===== src/hw/rtl/clre_pkg.sv =====
// Package for the connection list range expander.
// Holds list limits, field widths and the queue word type; depends on nothing.
package clre_pkg;

  localparam int MAX_LIST     = 32;
  localparam int CNT_W        = $clog2(MAX_LIST + 1);
  localparam int STEP_RESULTS = 32;
  localparam int PROD_W       = $clog2(STEP_RESULTS + 1);
  localparam int ENTRIES      = 4;

  localparam logic [7:0] MARK_BIT = 8'h80;
  localparam logic [7:0] END_MASK = 8'h7F;

  typedef struct packed {
    logic [31:0] word;
    logic [2:0]  cnt;
    logic        start;
  } clre_item_t;

endpackage


===== src/hw/rtl/clre_front.sv =====
// Front end of the connection list range expander: accepts response words,
// clamps the entry count and holds them in a two-word queue. Uses clre_pkg.
module clre_front (
  input  logic                clk,
  input  logic                rst_n,
  input  logic                in_tvalid,
  output logic                in_tready,
  input  logic [39:0]         in_tdata,
  input  logic                in_tuser,
  output logic                q_valid,
  output clre_pkg::clre_item_t q_item,
  input  logic                q_pop
);
  import clre_pkg::*;

  clre_item_t  mem_r [2];
  logic        wr_ptr_r, wr_ptr_nxt;
  logic        rd_ptr_r, rd_ptr_nxt;
  logic [1:0]  fill_r, fill_nxt;
  logic        push;
  logic        pop;
  clre_item_t  item_in;
  logic [2:0]  cnt_raw;

  assign cnt_raw       = in_tdata[34:32];
  assign item_in.word  = in_tdata[31:0];
  assign item_in.cnt   = (cnt_raw > 3'(ENTRIES)) ? 3'(ENTRIES) : cnt_raw;
  assign item_in.start = in_tuser;

  assign in_tready = (fill_r != 2'd2);
  assign push      = in_tvalid && in_tready;
  assign q_valid   = (fill_r != 2'd0);
  assign pop       = q_pop && q_valid;
  assign q_item    = mem_r[rd_ptr_r];

  always_comb begin
    wr_ptr_nxt = push ? ~wr_ptr_r : wr_ptr_r;
    rd_ptr_nxt = pop ? ~rd_ptr_r : rd_ptr_r;
    fill_nxt   = fill_r + 2'(push) - 2'(pop);
  end

  always_ff @(posedge clk) begin
    if (!rst_n) begin
      wr_ptr_r <= 1'b0;
      rd_ptr_r <= 1'b0;
      fill_r   <= 2'd0;
    end else begin
      wr_ptr_r <= wr_ptr_nxt;
      rd_ptr_r <= rd_ptr_nxt;
      fill_r   <= fill_nxt;
    end
  end

  always_ff @(posedge clk) begin
    if (push) begin
      mem_r[wr_ptr_r] <= item_in;
    end
  end

  assert property (@(posedge clk) disable iff (!rst_n) fill_r <= 2'd2)
    else $error("queue fill out of range");
  assert property (@(posedge clk) disable iff (!rst_n)
    (fill_r == 2'd0) |-> (wr_ptr_r == rd_ptr_r))
    else $error("empty queue with unequal pointers");
  assert property (@(posedge clk) disable iff (!rst_n)
    (fill_r == 2'd2) |-> (wr_ptr_r == rd_ptr_r))
    else $error("full queue with unequal pointers");

endmodule


===== src/hw/rtl/clre_back.sv =====
// Back end of the connection list range expander: walks one word's entries,
// expands ranges one node a cycle unless stalled; registers results. Uses clre_pkg.
module clre_back (
  input  logic                 clk,
  input  logic                 rst_n,
  input  logic                 q_valid,
  input  clre_pkg::clre_item_t q_item,
  output logic                 q_pop,
  output logic                 out_tvalid,
  input  logic                 out_tready,
  output logic [15:0]          out_tdata,
  output logic                 out_tlast
);
  import clre_pkg::*;

  logic              busy_r, busy_nxt;
  logic [31:0]       word_r, word_nxt;
  logic [2:0]        cnt_r, cnt_nxt;
  logic [2:0]        idx_r, idx_nxt;
  logic              in_range_r, in_range_nxt;
  logic [7:0]        node_r, node_nxt;
  logic [6:0]        end_r, end_nxt;
  logic [CNT_W-1:0]  emitted_r, emitted_nxt;
  logic [7:0]        prev_r, prev_nxt;
  logic [PROD_W-1:0] produced_r, produced_nxt;
  logic              pend_v_r, pend_v_nxt;
  logic [7:0]        pend_node_r, pend_node_nxt;
  logic [4:0]        pend_pos_r, pend_pos_nxt;
  logic              out_v_r, out_v_nxt;
  logic [7:0]        out_node_r, out_node_nxt;
  logic [4:0]        out_pos_r, out_pos_nxt;
  logic              out_last_r, out_last_nxt;

  logic       room;
  logic       out_free;
  logic [7:0] entry;
  logic       gen;
  logic [7:0] gen_node;
  logic       finish;
  logic       push;
  logic       stall;

  assign room     = (emitted_r < CNT_W'(MAX_LIST)) && (produced_r < PROD_W'(STEP_RESULTS));
  assign out_free = !out_v_r || out_tready;
  assign entry    = word_r[{idx_r[1:0], 3'b000} +: 8];

  always_comb begin
    gen      = 1'b0;
    gen_node = entry;
    finish   = 1'b0;
    if (busy_r) begin
      if (in_range_r) begin
        gen      = ({1'b0, end_r} >= node_r) && room;
        gen_node = node_r;
      end else if (idx_r < cnt_r) begin
        gen = !(((entry & MARK_BIT) != 8'h00) && (emitted_r != '0)) && room;
      end else begin
        finish = 1'b1;
      end
    end
  end

  assign push  = (gen || finish) && pend_v_r;
  assign stall = push && !out_free;
  assign q_pop = !busy_r && q_valid;

  always_comb begin
    busy_nxt      = busy_r;
    word_nxt      = word_r;
    cnt_nxt       = cnt_r;
    idx_nxt       = idx_r;
    in_range_nxt  = in_range_r;
    node_nxt      = node_r;
    end_nxt       = end_r;
    emitted_nxt   = emitted_r;
    prev_nxt      = prev_r;
    produced_nxt  = produced_r;
    pend_v_nxt    = pend_v_r;
    pend_node_nxt = pend_node_r;
    pend_pos_nxt  = pend_pos_r;
    out_v_nxt     = out_v_r && !out_tready;
    out_node_nxt  = out_node_r;
    out_pos_nxt   = out_pos_r;
    out_last_nxt  = out_last_r;

    if (!busy_r) begin
      if (q_valid) begin
        busy_nxt     = 1'b1;
        word_nxt     = q_item.word;
        cnt_nxt      = q_item.cnt;
        idx_nxt      = 3'd0;
        in_range_nxt = 1'b0;
        produced_nxt = '0;
        if (q_item.start) begin
          emitted_nxt = '0;
          prev_nxt    = 8'h00;
        end
      end
    end else if (!stall) begin
      if (push) begin
        out_v_nxt    = 1'b1;
        out_node_nxt = pend_node_r;
        out_pos_nxt  = pend_pos_r;
        out_last_nxt = finish;
        pend_v_nxt   = 1'b0;
      end
      if (gen) begin
        pend_v_nxt    = 1'b1;
        pend_node_nxt = gen_node;
        pend_pos_nxt  = emitted_r[4:0];
        emitted_nxt   = emitted_r + CNT_W'(1);
        produced_nxt  = produced_r + PROD_W'(1);
        prev_nxt      = gen_node;
      end
      if (finish) begin
        busy_nxt = 1'b0;
      end else if (in_range_r) begin
        if (gen) begin
          node_nxt = node_r + 8'd1;
        end else begin
          in_range_nxt = 1'b0;
          idx_nxt      = idx_r + 3'd1;
        end
      end else if (((entry & MARK_BIT) != 8'h00) && (emitted_r != '0)) begin
        if ({1'b0, entry[6:0]} > prev_r) begin
          in_range_nxt = 1'b1;
          node_nxt     = prev_r + 8'd1;
          end_nxt      = entry[6:0];
        end else begin
          idx_nxt = idx_r + 3'd1;
        end
      end else begin
        idx_nxt = idx_r + 3'd1;
      end
    end
  end

  always_ff @(posedge clk) begin
    if (!rst_n) begin
      busy_r     <= 1'b0;
      in_range_r <= 1'b0;
      idx_r      <= 3'd0;
      cnt_r      <= 3'd0;
      emitted_r  <= '0;
      prev_r     <= 8'h00;
      produced_r <= '0;
      pend_v_r   <= 1'b0;
      out_v_r    <= 1'b0;
    end else begin
      busy_r     <= busy_nxt;
      in_range_r <= in_range_nxt;
      idx_r      <= idx_nxt;
      cnt_r      <= cnt_nxt;
      emitted_r  <= emitted_nxt;
      prev_r     <= prev_nxt;
      produced_r <= produced_nxt;
      pend_v_r   <= pend_v_nxt;
      out_v_r    <= out_v_nxt;
    end
  end

  always_ff @(posedge clk) begin
    word_r      <= word_nxt;
    node_r      <= node_nxt;
    end_r       <= end_nxt;
    pend_node_r <= pend_node_nxt;
    pend_pos_r  <= pend_pos_nxt;
    out_node_r  <= out_node_nxt;
    out_pos_r   <= out_pos_nxt;
    out_last_r  <= out_last_nxt;
  end

  assign out_tvalid = out_v_r;
  assign out_tdata  = {3'b000, out_pos_r, out_node_r};
  assign out_tlast  = out_last_r;

  assert property (@(posedge clk) disable iff (!rst_n) emitted_r <= CNT_W'(MAX_LIST))
    else $error("emitted count beyond list limit");
  assert property (@(posedge clk) disable iff (!rst_n) in_range_r |-> busy_r)
    else $error("range active while idle");
  assert property (@(posedge clk) disable iff (!rst_n) !busy_r |-> !pend_v_r)
    else $error("result pending while idle");
  assert property (@(posedge clk) disable iff (!rst_n)
    in_range_r |-> (node_r <= {1'b0, end_r} + 8'd1))
    else $error("range walked past its end");

endmodule


===== src/hw/rtl/connection_list_range_expander.sv =====
// Connection list range expander: decodes short-form connection list words
// into node numbers. Depends on clre_pkg, clre_front and clre_back.
// The first node of a word passes the queue, the word register, the pending
// result register and the output register; opening a range, skipped entries and
// a busy back end delay it. A word is loaded, its entries are walked in order, range
// nodes are made in turn, each range closes, then the word; the queue buffers new words.
// Reset: synchronous active-low rst_n empties the queue and clears list state.
module connection_list_range_expander (
  input  logic        clk,
  input  logic        rst_n,
  input  logic        in_tvalid,
  output logic        in_tready,
  input  logic [39:0] in_tdata,   // [31:0] response_word, [34:32] valid_entries
  input  logic        in_tuser,   // [0] starts_list
  output logic        out_tvalid,
  input  logic        out_tready,
  output logic [15:0] out_tdata,  // [7:0] node_id, [12:8] position
  output logic        out_tlast
);
  import clre_pkg::*;

  logic       q_valid;
  clre_item_t q_item;
  logic       q_pop;

  clre_front u_front (
    .clk       (clk),
    .rst_n     (rst_n),
    .in_tvalid (in_tvalid),
    .in_tready (in_tready),
    .in_tdata  (in_tdata),
    .in_tuser  (in_tuser),
    .q_valid   (q_valid),
    .q_item    (q_item),
    .q_pop     (q_pop)
  );

  clre_back u_back (
    .clk        (clk),
    .rst_n      (rst_n),
    .q_valid    (q_valid),
    .q_item     (q_item),
    .q_pop      (q_pop),
    .out_tvalid (out_tvalid),
    .out_tready (out_tready),
    .out_tdata  (out_tdata),
    .out_tlast  (out_tlast)
  );

endmodule

===== config.mk =====
export PLATFORM = sky130hd
export DESIGN_NAME = connection_list_range_expander
export DESIGN_NICKNAME = d
export VERILOG_FILES = /design/src/hw/rtl/clre_pkg.sv /design/src/hw/rtl/clre_front.sv /design/src/hw/rtl/clre_back.sv /design/src/hw/rtl/connection_list_range_expander.sv
export SDC_FILE = /design/constraint.sdc
export NUM_CORES = 1
export LEC_CHECK = 0
export ABC_AREA = 0
export ABC_CLOCK_PERIOD_IN_PS = 4300
export BUFFER_PORTS_ARGS = -buffer_cell sky130_fd_sc_hd__buf_2
export CAP_MARGIN = 15
export CORE_AREA = 2 2 143 159
export CTS_BUF_LIST = sky130_fd_sc_hd__clkbuf_16
export DETAILED_ROUTE_END_ITERATION = 12
export DIE_AREA = 0 0 145 161
export GPL_TIMING_DRIVEN = 0
export PLACE_DENSITY_LB_ADDON = 0.1
export REMOVE_ABC_BUFFERS = 1
export SYNTH_ARGS = -nofsm -noshare
export SYNTH_HDL_FRONTEND = slang
export SYNTH_SLANG_ARGS = --single-unit
export TNS_END_PERCENT = 1

===== constraint.sdc =====
create_clock -name clk -period 4.3 [get_ports clk]
set_clock_uncertainty 0.15 [all_clocks]
set_input_delay 0.86 -clock clk [delete_from_list [all_inputs] [get_ports clk]]
set_output_delay 0.86 -clock clk [all_outputs]
set_load 0.03 [all_outputs]

Word-level counts from Yosys, hierarchy flattened. Memory sizes are Yosys's and may differ from the RTL's. A register that Yosys moved wholly into a read port is not among the register bits. Cells that the tools add are included.

Flip-flop bits (word level): 108. RAM bits: 72. Bits of input ports: 45. Output and inout bits: 19. Logic and storage cells: 137. Memories: 1.

Add/subtract/negate cells: 7. Order comparisons: 6. Equality and inequality tests: 7. Shift-type cells: 1. Mux-type cells: 55. Bitwise operators: 6. Reduce and logical (&&, ||, !) cells: 34.

Memories: u_front.mem_r (words 2, bits a word 36, rd ports 1, clocked after Yosys merged registers in 1, write ports 1, RTL line clre_front.sv:16) `clre_item_t mem_r [2];`.

Operators with widths (count): 8-bit 2-to-1 mux (10); 6-bit 2-to-1 mux (9); 32-bit by 6-bit variable part select with 8-bit output (1); 1-bit 2-to-1 mux (27); 3-bit 2-to-1 mux (9); 8-bit by 1-bit adder with 8-bit output (second input constant) (2); 3-bit AND reduction (5); 6-bit by 1-bit adder with 6-bit output (second input constant) (2); 6-bit less-than comparator (second input constant) (2); 6-bit AND reduction (2); 2-bit nonzero test (6); 1-bit logical AND (10); 2-bit != test (second input constant) (5); 7-bit by 8-bit greater-or-equal comparator with 1-bit output (1); 7-bit by 8-bit greater-than comparator with 1-bit output (1); 1-bit NOT (6); 6-bit nonzero test (1); 1-bit logical NOT (5); 5-bit AND reduction (1); 4-bit != test (second input constant) (1); 4-bit AND reduction (1); 3-bit by 1-bit adder with 3-bit output (second input constant) (1); 3-bit greater-than comparator (second input constant) (1); 3-bit less-than comparator (1); 5 further kinds (6).

Depth between registers and ports, before layout. Gate-level depths: netlist (run 1).

Depth after elaboration: 12. Mapped depth: 10.

By module. From an unflattened synthesis (run 1), not the netlist that was laid out.

Cell total of the unflattened synthesis: 501. Area, all modules: 7592.3 sq um.

Modules (own cells, without submodules): clre_back (instances 1, cells an instance 362, area each 4590.7 sq um); clre_front (instances 1, cells an instance 139, area each 3001.6 sq um).

Worst setup path after synthesis (run 1). No wires, ideal clock.

Path kind: reg2reg. Start: reg u_back.busy_r. End: reg u_front.fill_r[1]. Arrival time: 3.177 ns. Path slack: 0.846 ns. Cell stages (with the launch flop): 9. Path buffers: 1. Cells stage by stage: dfxtp_1 -> clkbuf_1 -> nor2_1 -> ha_1 -> inv_1 -> ha_1 -> xor2_1 -> xnor2_1 -> nor2_1.

Cells in the longest elaborated chain, start to end: 4.

Ends and longest elaborated chain: start: declaration (RTL line clre_back.sv:16) `logic busy_r, busy_nxt;`; start signal: assignment (RTL line clre_back.sv:150) `busy_r <= busy_nxt;`; 1-bit logical NOT (RTL line clre_back.sv:65) `assign q_pop = !busy_r && q_valid;`; 1-bit logical AND (RTL line clre_back.sv:65); named net q_pop (RTL line connection_list_range_expander.sv:24) `logic q_pop;`; 1-bit logical AND (RTL line clre_front.sv:33) `assign pop = q_pop && q_valid;`; 2-bit by 1-bit subtractor with 2-bit output (RTL line clre_front.sv:39) `fill_nxt = fill_r + 2'(push) - 2'(pop);`; end signal: assignment (RTL line clre_front.sv:50) `fill_r <= fill_nxt;`; end: declaration (RTL line clre_front.sv:19) `logic [1:0] fill_r, fill_nxt;`.

The timed path passes the listed nets, and every way through them passes these cells. A chain may end at the register's enable or synchronous reset.

Final worst setup path (run 1).
Start: reg u_back.idx_r[0]. End: reg u_back.node_r[5], enable pin.

Elaborated cells on any way between the ends: 21. Classes of those cells: order compare (2); eq/ne (1); shift (1); mux (6); bitwise (2); reduce/logical (9).

RTL lines: start: declaration (RTL line clre_back.sv:19) `logic [2:0] idx_r, idx_nxt;`; start signal: assignment (RTL line clre_back.sv:152) `idx_r <= idx_nxt;`; 32-bit by 6-bit variable part select with 8-bit output (RTL line clre_back.sv:45) `assign entry = word_r[{idx_r[1:0], 3'b000} +: 8];`; named net u_back.entry[5] (RTL line clre_back.sv:36) `logic [7:0] entry;`; 7-bit by 8-bit greater-than comparator with 1-bit output (RTL line clre_back.sv:125) `if ({1'b0, entry[6:0]} > prev_r) begin`; 2-bit nonzero test (no source line); 6-bit AND reduction (no source line); end signal: assignment (RTL line clre_back.sv:164) `node_r <= node_nxt;`; end: declaration (RTL line clre_back.sv:21) `logic [7:0] node_r, node_nxt;`.

The timed path passes the listed nets, and every way through them passes these cells.

==> results.toml, run 1 <==
[outcome]
status = "finished, final reports clean"

[place]
hpwlAfterDp_mm = 8.96
dp.cells = 833
buffer_ports.inserted = 55
globalplace.congestion = 0.778

[detailed_routing]
drt_drc_violations_left = 0
via_count = 4115
antenna_left = 0
avgViaCountPerCell = 4.75
routed_wire_length_per_instance_um = 15.9
drtPass1Iterations = 4
detail_route.iter0.violations = 203
routed_wirelength_mm = 13.8

[grt]
first_global_vias = 4366
antenna_found_initial = 0
globalRouteOverflowTotal = 0
globalRouteMet3Util_pct = 2.77
gr-max-usage-layer = "met2"
global_route.usage.met1_pct = 15.1
grt_pass1_wl_mm = 22.6
global_route.usage.total_pct = 12.5
grt_start_max_net_pins = 36
grtUsageMet2_pct = 21.6

[timing]
worst_pin_slew_ps = 946
clock.fmax_mhz = 258
final.min_clock_period_ps = 3870
fin_hold_ws_ps = 268
final_min_period_over_clock_period_pct = 90.1
rsz_0062_raised_after_global_routing = "false"
setup_viol = 0
timing.slew.headroom_pct = 36.8
finalMaxSlewViolations = 0
report.final.hold_viol_count = 0

[finish]
antenna-diode-count = 0
area_delta_synth_final_pct = 16.4
layout.cells.non_filler = 867
layout.core_utilization_pct = 40.0
design.final.nets = 627
layout-drive-gt1-share_pct = 26.2

[worst_setup_path]
worst-path-max-fanout = 12
regToRegStartpoint = "u_back.idx_r[0]"
nature_of_the_critical_path_endpoint = "flop"
timing.setup.critical_path_class = "flop to flop"
regToRegEndpoint = "u_back.node_r[5]"
cp-start-kind = "flop"
crit_path_arrival_time_ps = 3790
required_ps = 4220
worstRegToRegCells = 8
worst-r2r-setup-slack_ps = 430

[clock_network]
number_of_buffers_on_the_longest_clock_path = 2
clock_sinks = 181
htree_num_levels = 4
cts_resized = 0
clock_insertion_delay_worst_skew_ps = 430
postCtsSetupBuffers = 0
clkTransAtPathRegs_ps = 70
cts-buffers-inserted = 17
ctsHoldBuffers = 0
tritoncts = "done"
clock_tree.root_cell = "sky130_fd_sc_hd__clkbuf_16"

[die]
chipHeight_um = 161
io_pins = 64
fp.coreArea_um2 = 21800
fp.dieW_um = 145
floorplan.initialDensity_pct = 34.4
fp.dieArea_um2 = 23300
placementRows = 57

[worst_hold_path]
worstHoldEndpoint = "u_back.out_pos_r[2]"
worst_hold_path_type = "flop to flop"
min_from = "u_back.pend_pos_r[2]"
cell_depth_of_the_worst_min_delay_path = 0

[synth]
postSynth.asyncResetShare_pct = 0
postSynthRegisterBits = 181
synth_ff_type = "sky130_fd_sc_hd__edfxtp_1"
synth.distinct_cells = 54
post_synth_instance_area_um2 = 7480
post_synth_edffs = 146
syn_inst = 503
ys_warn_count = 0
synth.yosys.seq_area_share_pct = 68.0
syn_area_per_cell_um2 = 14.9

[job]
cap_violations = 0

[power]
powerDensity_nw_per_um2 = 603
ir_drop_mv = 0.297
power.static_leakage_uw = 0.00302
total_power_uw = 5250
[power by group]
group | total, uW | internal, uW | switching [uW]
Sequential | 2530 | 2370 | 163
Clock | 1460 | 757 | 699
Combinational | 1260 | 527 | 736
Total | 5250 | 3650 | 1600
[critical path: stages, from the launching register on]
cell                      delay (ps)
sky130_fd_sc_hd__dfxtp_1         850
sky130_fd_sc_hd__mux4_2          660
sky130_fd_sc_hd__ha_1            330
sky130_fd_sc_hd__o21a_1          140
sky130_fd_sc_hd__o22ai_1          70
sky130_fd_sc_hd__or4_1           460
sky130_fd_sc_hd__a211o_1         290
sky130_fd_sc_hd__o21ai_0          90
sky130_fd_sc_hd__o31a_1          470
[area by class of cell]
class	count	area (um^2)
fillers	2029	13000
flip-flops and latches	181	5090
multi-input cells	270	2200
clock buffers	17	425
repair buffers	61	398
well taps	295	369
clock inverters	15	124
inverters	28	105
[per-stage QoR]
stage | TNS [ps] | instance area, um^2 | setup slack (ps)
2_1_floorplan | 0 | 7370 | 680
3_3_place_gp | -15120 | 8020 | -1180
3_5_place_dp | 0 | 8120 | 208
4_1_cts | 0 | 8670 | 202
5_1_grt | 0 | 8710 | 156
6_report | 0 | 8710 | 427
[cells in the final DEF, fill, tap and decap left out, types with 4 or more instances in the layout]
| cell | count |
|---|---|
| sky130_fd_sc_hd__nor2b_1 | 10 |
| sky130_fd_sc_hd__mux2_2 | 39 |
| sky130_fd_sc_hd__inv_8 | 4 |
| sky130_fd_sc_hd__clkbuf_16 | 17 |
| sky130_fd_sc_hd__a211oi_1 | 4 |
| sky130_fd_sc_hd__buf_2 | 55 |
| sky130_fd_sc_hd__nand2_1 | 27 |
| sky130_fd_sc_hd__dfxtp_1 | 34 |
| sky130_fd_sc_hd__inv_1 | 29 |
| sky130_fd_sc_hd__ha_1 | 23 |
| sky130_fd_sc_hd__nor2_1 | 12 |
| sky130_fd_sc_hd__nor3_1 | 5 |
| sky130_fd_sc_hd__o211ai_1 | 13 |
| sky130_fd_sc_hd__xnor2_1 | 6 |
| sky130_fd_sc_hd__a21oi_1 | 18 |
| sky130_fd_sc_hd__o21ai_0 | 9 |
| sky130_fd_sc_hd__mux4_2 | 8 |
| sky130_fd_sc_hd__o21a_1 | 4 |
| sky130_fd_sc_hd__edfxtp_1 | 146 |
| sky130_fd_sc_hd__mux2i_1 | 13 |
| sky130_fd_sc_hd__nand4_1 | 10 |
| sky130_fd_sc_hd__xor2_1 | 4 |
| sky130_fd_sc_hd__nand3_1 | 14 |
[layer usage]
metal / vias up / wire length, um
li1: 2014 / -
met1: 2009 / 6100
met2: 80 / 7090
met3: 12 / 461
met4: 0 / 149
met5: - / 0
[Yosys cell counts, types with 13 or more instances]
| master | n | area, um^2 |
|---|---|---|
| sky130_fd_sc_hd__a21oi_1 | 18 | 90.1 |
| sky130_fd_sc_hd__clkbuf_1 | 19 | 71.3 |
| sky130_fd_sc_hd__dfxtp_1 | 35 | 701 |
| sky130_fd_sc_hd__edfxtp_1 | 146 | 4380 |
| sky130_fd_sc_hd__ha_1 | 23 | 288 |
| sky130_fd_sc_hd__inv_1 | 28 | 105 |
| sky130_fd_sc_hd__mux2_2 | 39 | 439 |
| sky130_fd_sc_hd__mux2i_1 | 13 | 130 |
| sky130_fd_sc_hd__nand2_1 | 27 | 101 |
| sky130_fd_sc_hd__nand3_1 | 14 | 70.1 |
| sky130_fd_sc_hd__nor2_1 | 14 | 52.6 |
| sky130_fd_sc_hd__o211ai_1 | 13 | 97.6 |
[registers in the layout (all words and copies together), names as in the netlist, 2 cells and up, named ones only]
name / flops
u_back.end_r: 7
u_front.mem_r: 72
u_front.fill_r: 2
u_back.idx_r: 3
u_back.prev_r: 8
u_back.word_r: 32
u_back.produced_r: 6
u_back.node_r: 8
u_back.pend_node_r: 8
u_back.out_pos_r: 5
u_back.pend_pos_r: 5
u_back.out_node_r: 8
u_back.emitted_r: 6
u_back.cnt_r: 3
[logic make-up (layout without fill, tap and decap cells)]
kind of cell    Yosys count  in the layout  share of synthesized area, %
flops                   181            181                          68.0
simple gates             97             97                          6.62
compound gates           77             77                          7.39
mux                      60             60                          10.0
buf+inv                  54            121                          2.91
fa+ha+maj                23             23                          3.85
xor+xnor                 10             10                          1.17
other cells               1              3                        0.0501
[worst max path at each step]
stage	to	from	slack [ps]	depth (start not counted)
2_1_floorplan	u_back.emitted_r[4]	u_back.busy_r	680	4
3_3_place_gp	u_back.emitted_r[4]	u_back.busy_r	-1180	4
3_5_place_dp	u_back.out_node_r[2]	u_back.idx_r[0]	210	6
4_1_cts	u_back.out_node_r[2]	u_back.idx_r[0]	200	6
5_1_grt	u_back.node_r[1]	u_back.idx_r[0]	160	8
6_report	u_back.node_r[5]	u_back.idx_r[0]	430	8
Note: power is estimated with default switching activity, not from simulation.
==> run 2: changes to the inputs <==
CORE_AREA = 5 5 146 162   (was 2 2 143 159)
DIE_AREA = 0 0 151 167   (was 0 0 145 161)
==> results.toml, run 2 (synthesis gave the netlist of run 1 again) <==
[finish]
filler_cell_count = 2056
layout_commonest_cell = "sky130_fd_sc_hd__edfxtp_1"
area_delta_synth_final_pct = 17.5
largest_register = "u_front.mem_r"
layout.cells.non_filler = 867
largestRegisters = "u_front.mem_r: 72 flops, u_back.word_r: 32 flops"
antenna-diode-count = 0
layout-drive-gt1-share_pct = 26.6
design.final.nets = 627
layout.cells.most_common_list = "146 x sky130_fd_sc_hd__edfxtp_1, 55 x sky130_fd_sc_hd__buf_2, 39 x sky130_fd_sc_hd__mux2_2"
largest_reg_flops = 72
layout.core_utilization_pct = 40.3

[timing]
setup_viol = 0
timing.slew.headroom_pct = 39.4
rsz_0062_raised_after_global_routing = "false"
final_min_period_over_clock_period_pct = 91.0
worst_pin_slew_ps = 907
finalMaxSlewViolations = 0
fin_hold_ws_ps = 269
final.min_clock_period_ps = 3910
clock.fmax_mhz = 256
worst_slack_ps = 386
report.final.hold_viol_count = 0

[power]
total_power_uw = 5380
power.static_leakage_uw = 0.00306
ir_drop_mv = 0.286
powerDensity_nw_per_um2 = 612

[clock_network]
clock_sinks = 181
ctsHoldBuffers = 0
cts_resized = 0
clock_tree.root_cell = "sky130_fd_sc_hd__clkbuf_16"
htree_num_levels = 4
cts-buffers-inserted = 17
tritoncts = "done"
number_of_buffers_on_the_longest_clock_path = 2
clock_insertion_delay_worst_skew_ps = 430
clkTransAtPathRegs_ps = 70
postCtsSetupBuffers = 0

[detailed_routing]
drtPass1Iterations = 4
antenna_left = 0
via_count = 4071
avgViaCountPerCell = 4.70
routed_wire_length_per_instance_um = 15.9
drt_drc_violations_left = 0
routed_wirelength_mm = 13.8
detail_route.iter0.violations = 256

[die]
floorplan.initialDensity_pct = 34.3
fp.coreArea_um2 = 21800
fp.dieW_um = 151
chipHeight_um = 167
placementRows = 57
fp.dieArea_um2 = 25200
io_pins = 64

[worst_hold_path]
worst_hold_path_type = "flop to flop"
cell_depth_of_the_worst_min_delay_path = 0

[worst_setup_path]
critical_path_buf_inv_count = 0
timing.setup.critical_path_class = "flop to flop"
critical_path_cell_count = 8
critical_path.cell_chain = "mux4_2, ha_1, o21a_1, o22ai_1, or4_1, a211o_1, o21ai_0, o31a_1"
cp-start-kind = "flop"
worst-path-max-fanout = 12
required_ps = 4220
worstRegToRegCells = 8
nature_of_the_critical_path_endpoint = "flop"
cpPeakStageDelay_ps = 860
critical_path.top_delay_family = "compound AO/OA/AOI/OAI gates"
crit_path_arrival_time_ps = 3830
cpMaxStageDelayCell = "sky130_fd_sc_hd__dfxtp_1"

[job]
cap_violations = 0

[grt]
antenna_found_initial = 0
grt_pass1_wl_mm = 22.5
globalRouteOverflowTotal = 0
first_global_vias = 4405
grt_start_max_net_pins = 34
global_route.usage.total_pct = 11.5

[place]
dp.cells = 833
dp_worst_setup_slack_ps = 165
buffer_ports.inserted = 55
globalplace.congestion = 0.758
hpwlAfterDp_mm = 9.39

[outcome]
status = "finished, final reports clean"
## run 2: cell types whose count changed in the layout (fill, tap and decap cells not counted), moves of 2 or more
cell	delta
sky130_fd_sc_hd__buf_16	+2
sky130_fd_sc_hd__inv_6	-3
sky130_fd_sc_hd__buf_12	-2
sky130_fd_sc_hd__inv_8	+2
sky130_fd_sc_hd__clkinv_8	+3
## run 2: path summary, 6_finish.rpt
kind                          from              endpoint  slack (ps)
min reg2reg  u_back.pend_node_r[5]  u_back.out_node_r[5]         270
max reg2reg        u_back.idx_r[0]      u_back.node_r[5]         390
min          u_back.pend_node_r[5]  u_back.out_node_r[5]         270
max                u_back.idx_r[0]      u_back.node_r[5]         390
## run 2: routing by layer
metal | up-vias | wire [um] | part of all wire, % | GRT usage (%)
li1 | 2017 | - | - | -
met1 | 1962 | 6230 | 45 | 14.2
met2 | 77 | 6930 | 50 | 19.6
met3 | 15 | 480 | 3.5 | 2.53
met4 | 0 | 172 | 1.2 | 4.34
met5 | - | 0 | 0 | 0
## run 2: through the flow
| step | setup TNS [ps] | instance area, um^2 |
|---|---|---|
| floorplan | 0 | 7370 |
| global placement | -14240 | 8020 |
| detailed placement | 0 | 8140 |
| CTS | 0 | 8750 |
| global route | 0 | 8790 |
| finish | 0 | 8790 |
## run 2: area by class of cell
cell class	instances	area, um^2	area share, %
clock buffer	17	425	4.84
clock inverter	15	188	2.14
inverter	28	105	1.20
multi-input combinational	270	2200	25.0
sequential	181	5090	57.9
tap	295	369	4.20
timing repair buffer	61	413	4.70
## run 2: power by group
part | total, uW | switching, uW | internal, uW
logic | 1260 | 724 | 535
registers | 2540 | 178 | 2370
clock network | 1580 | 738 | 839
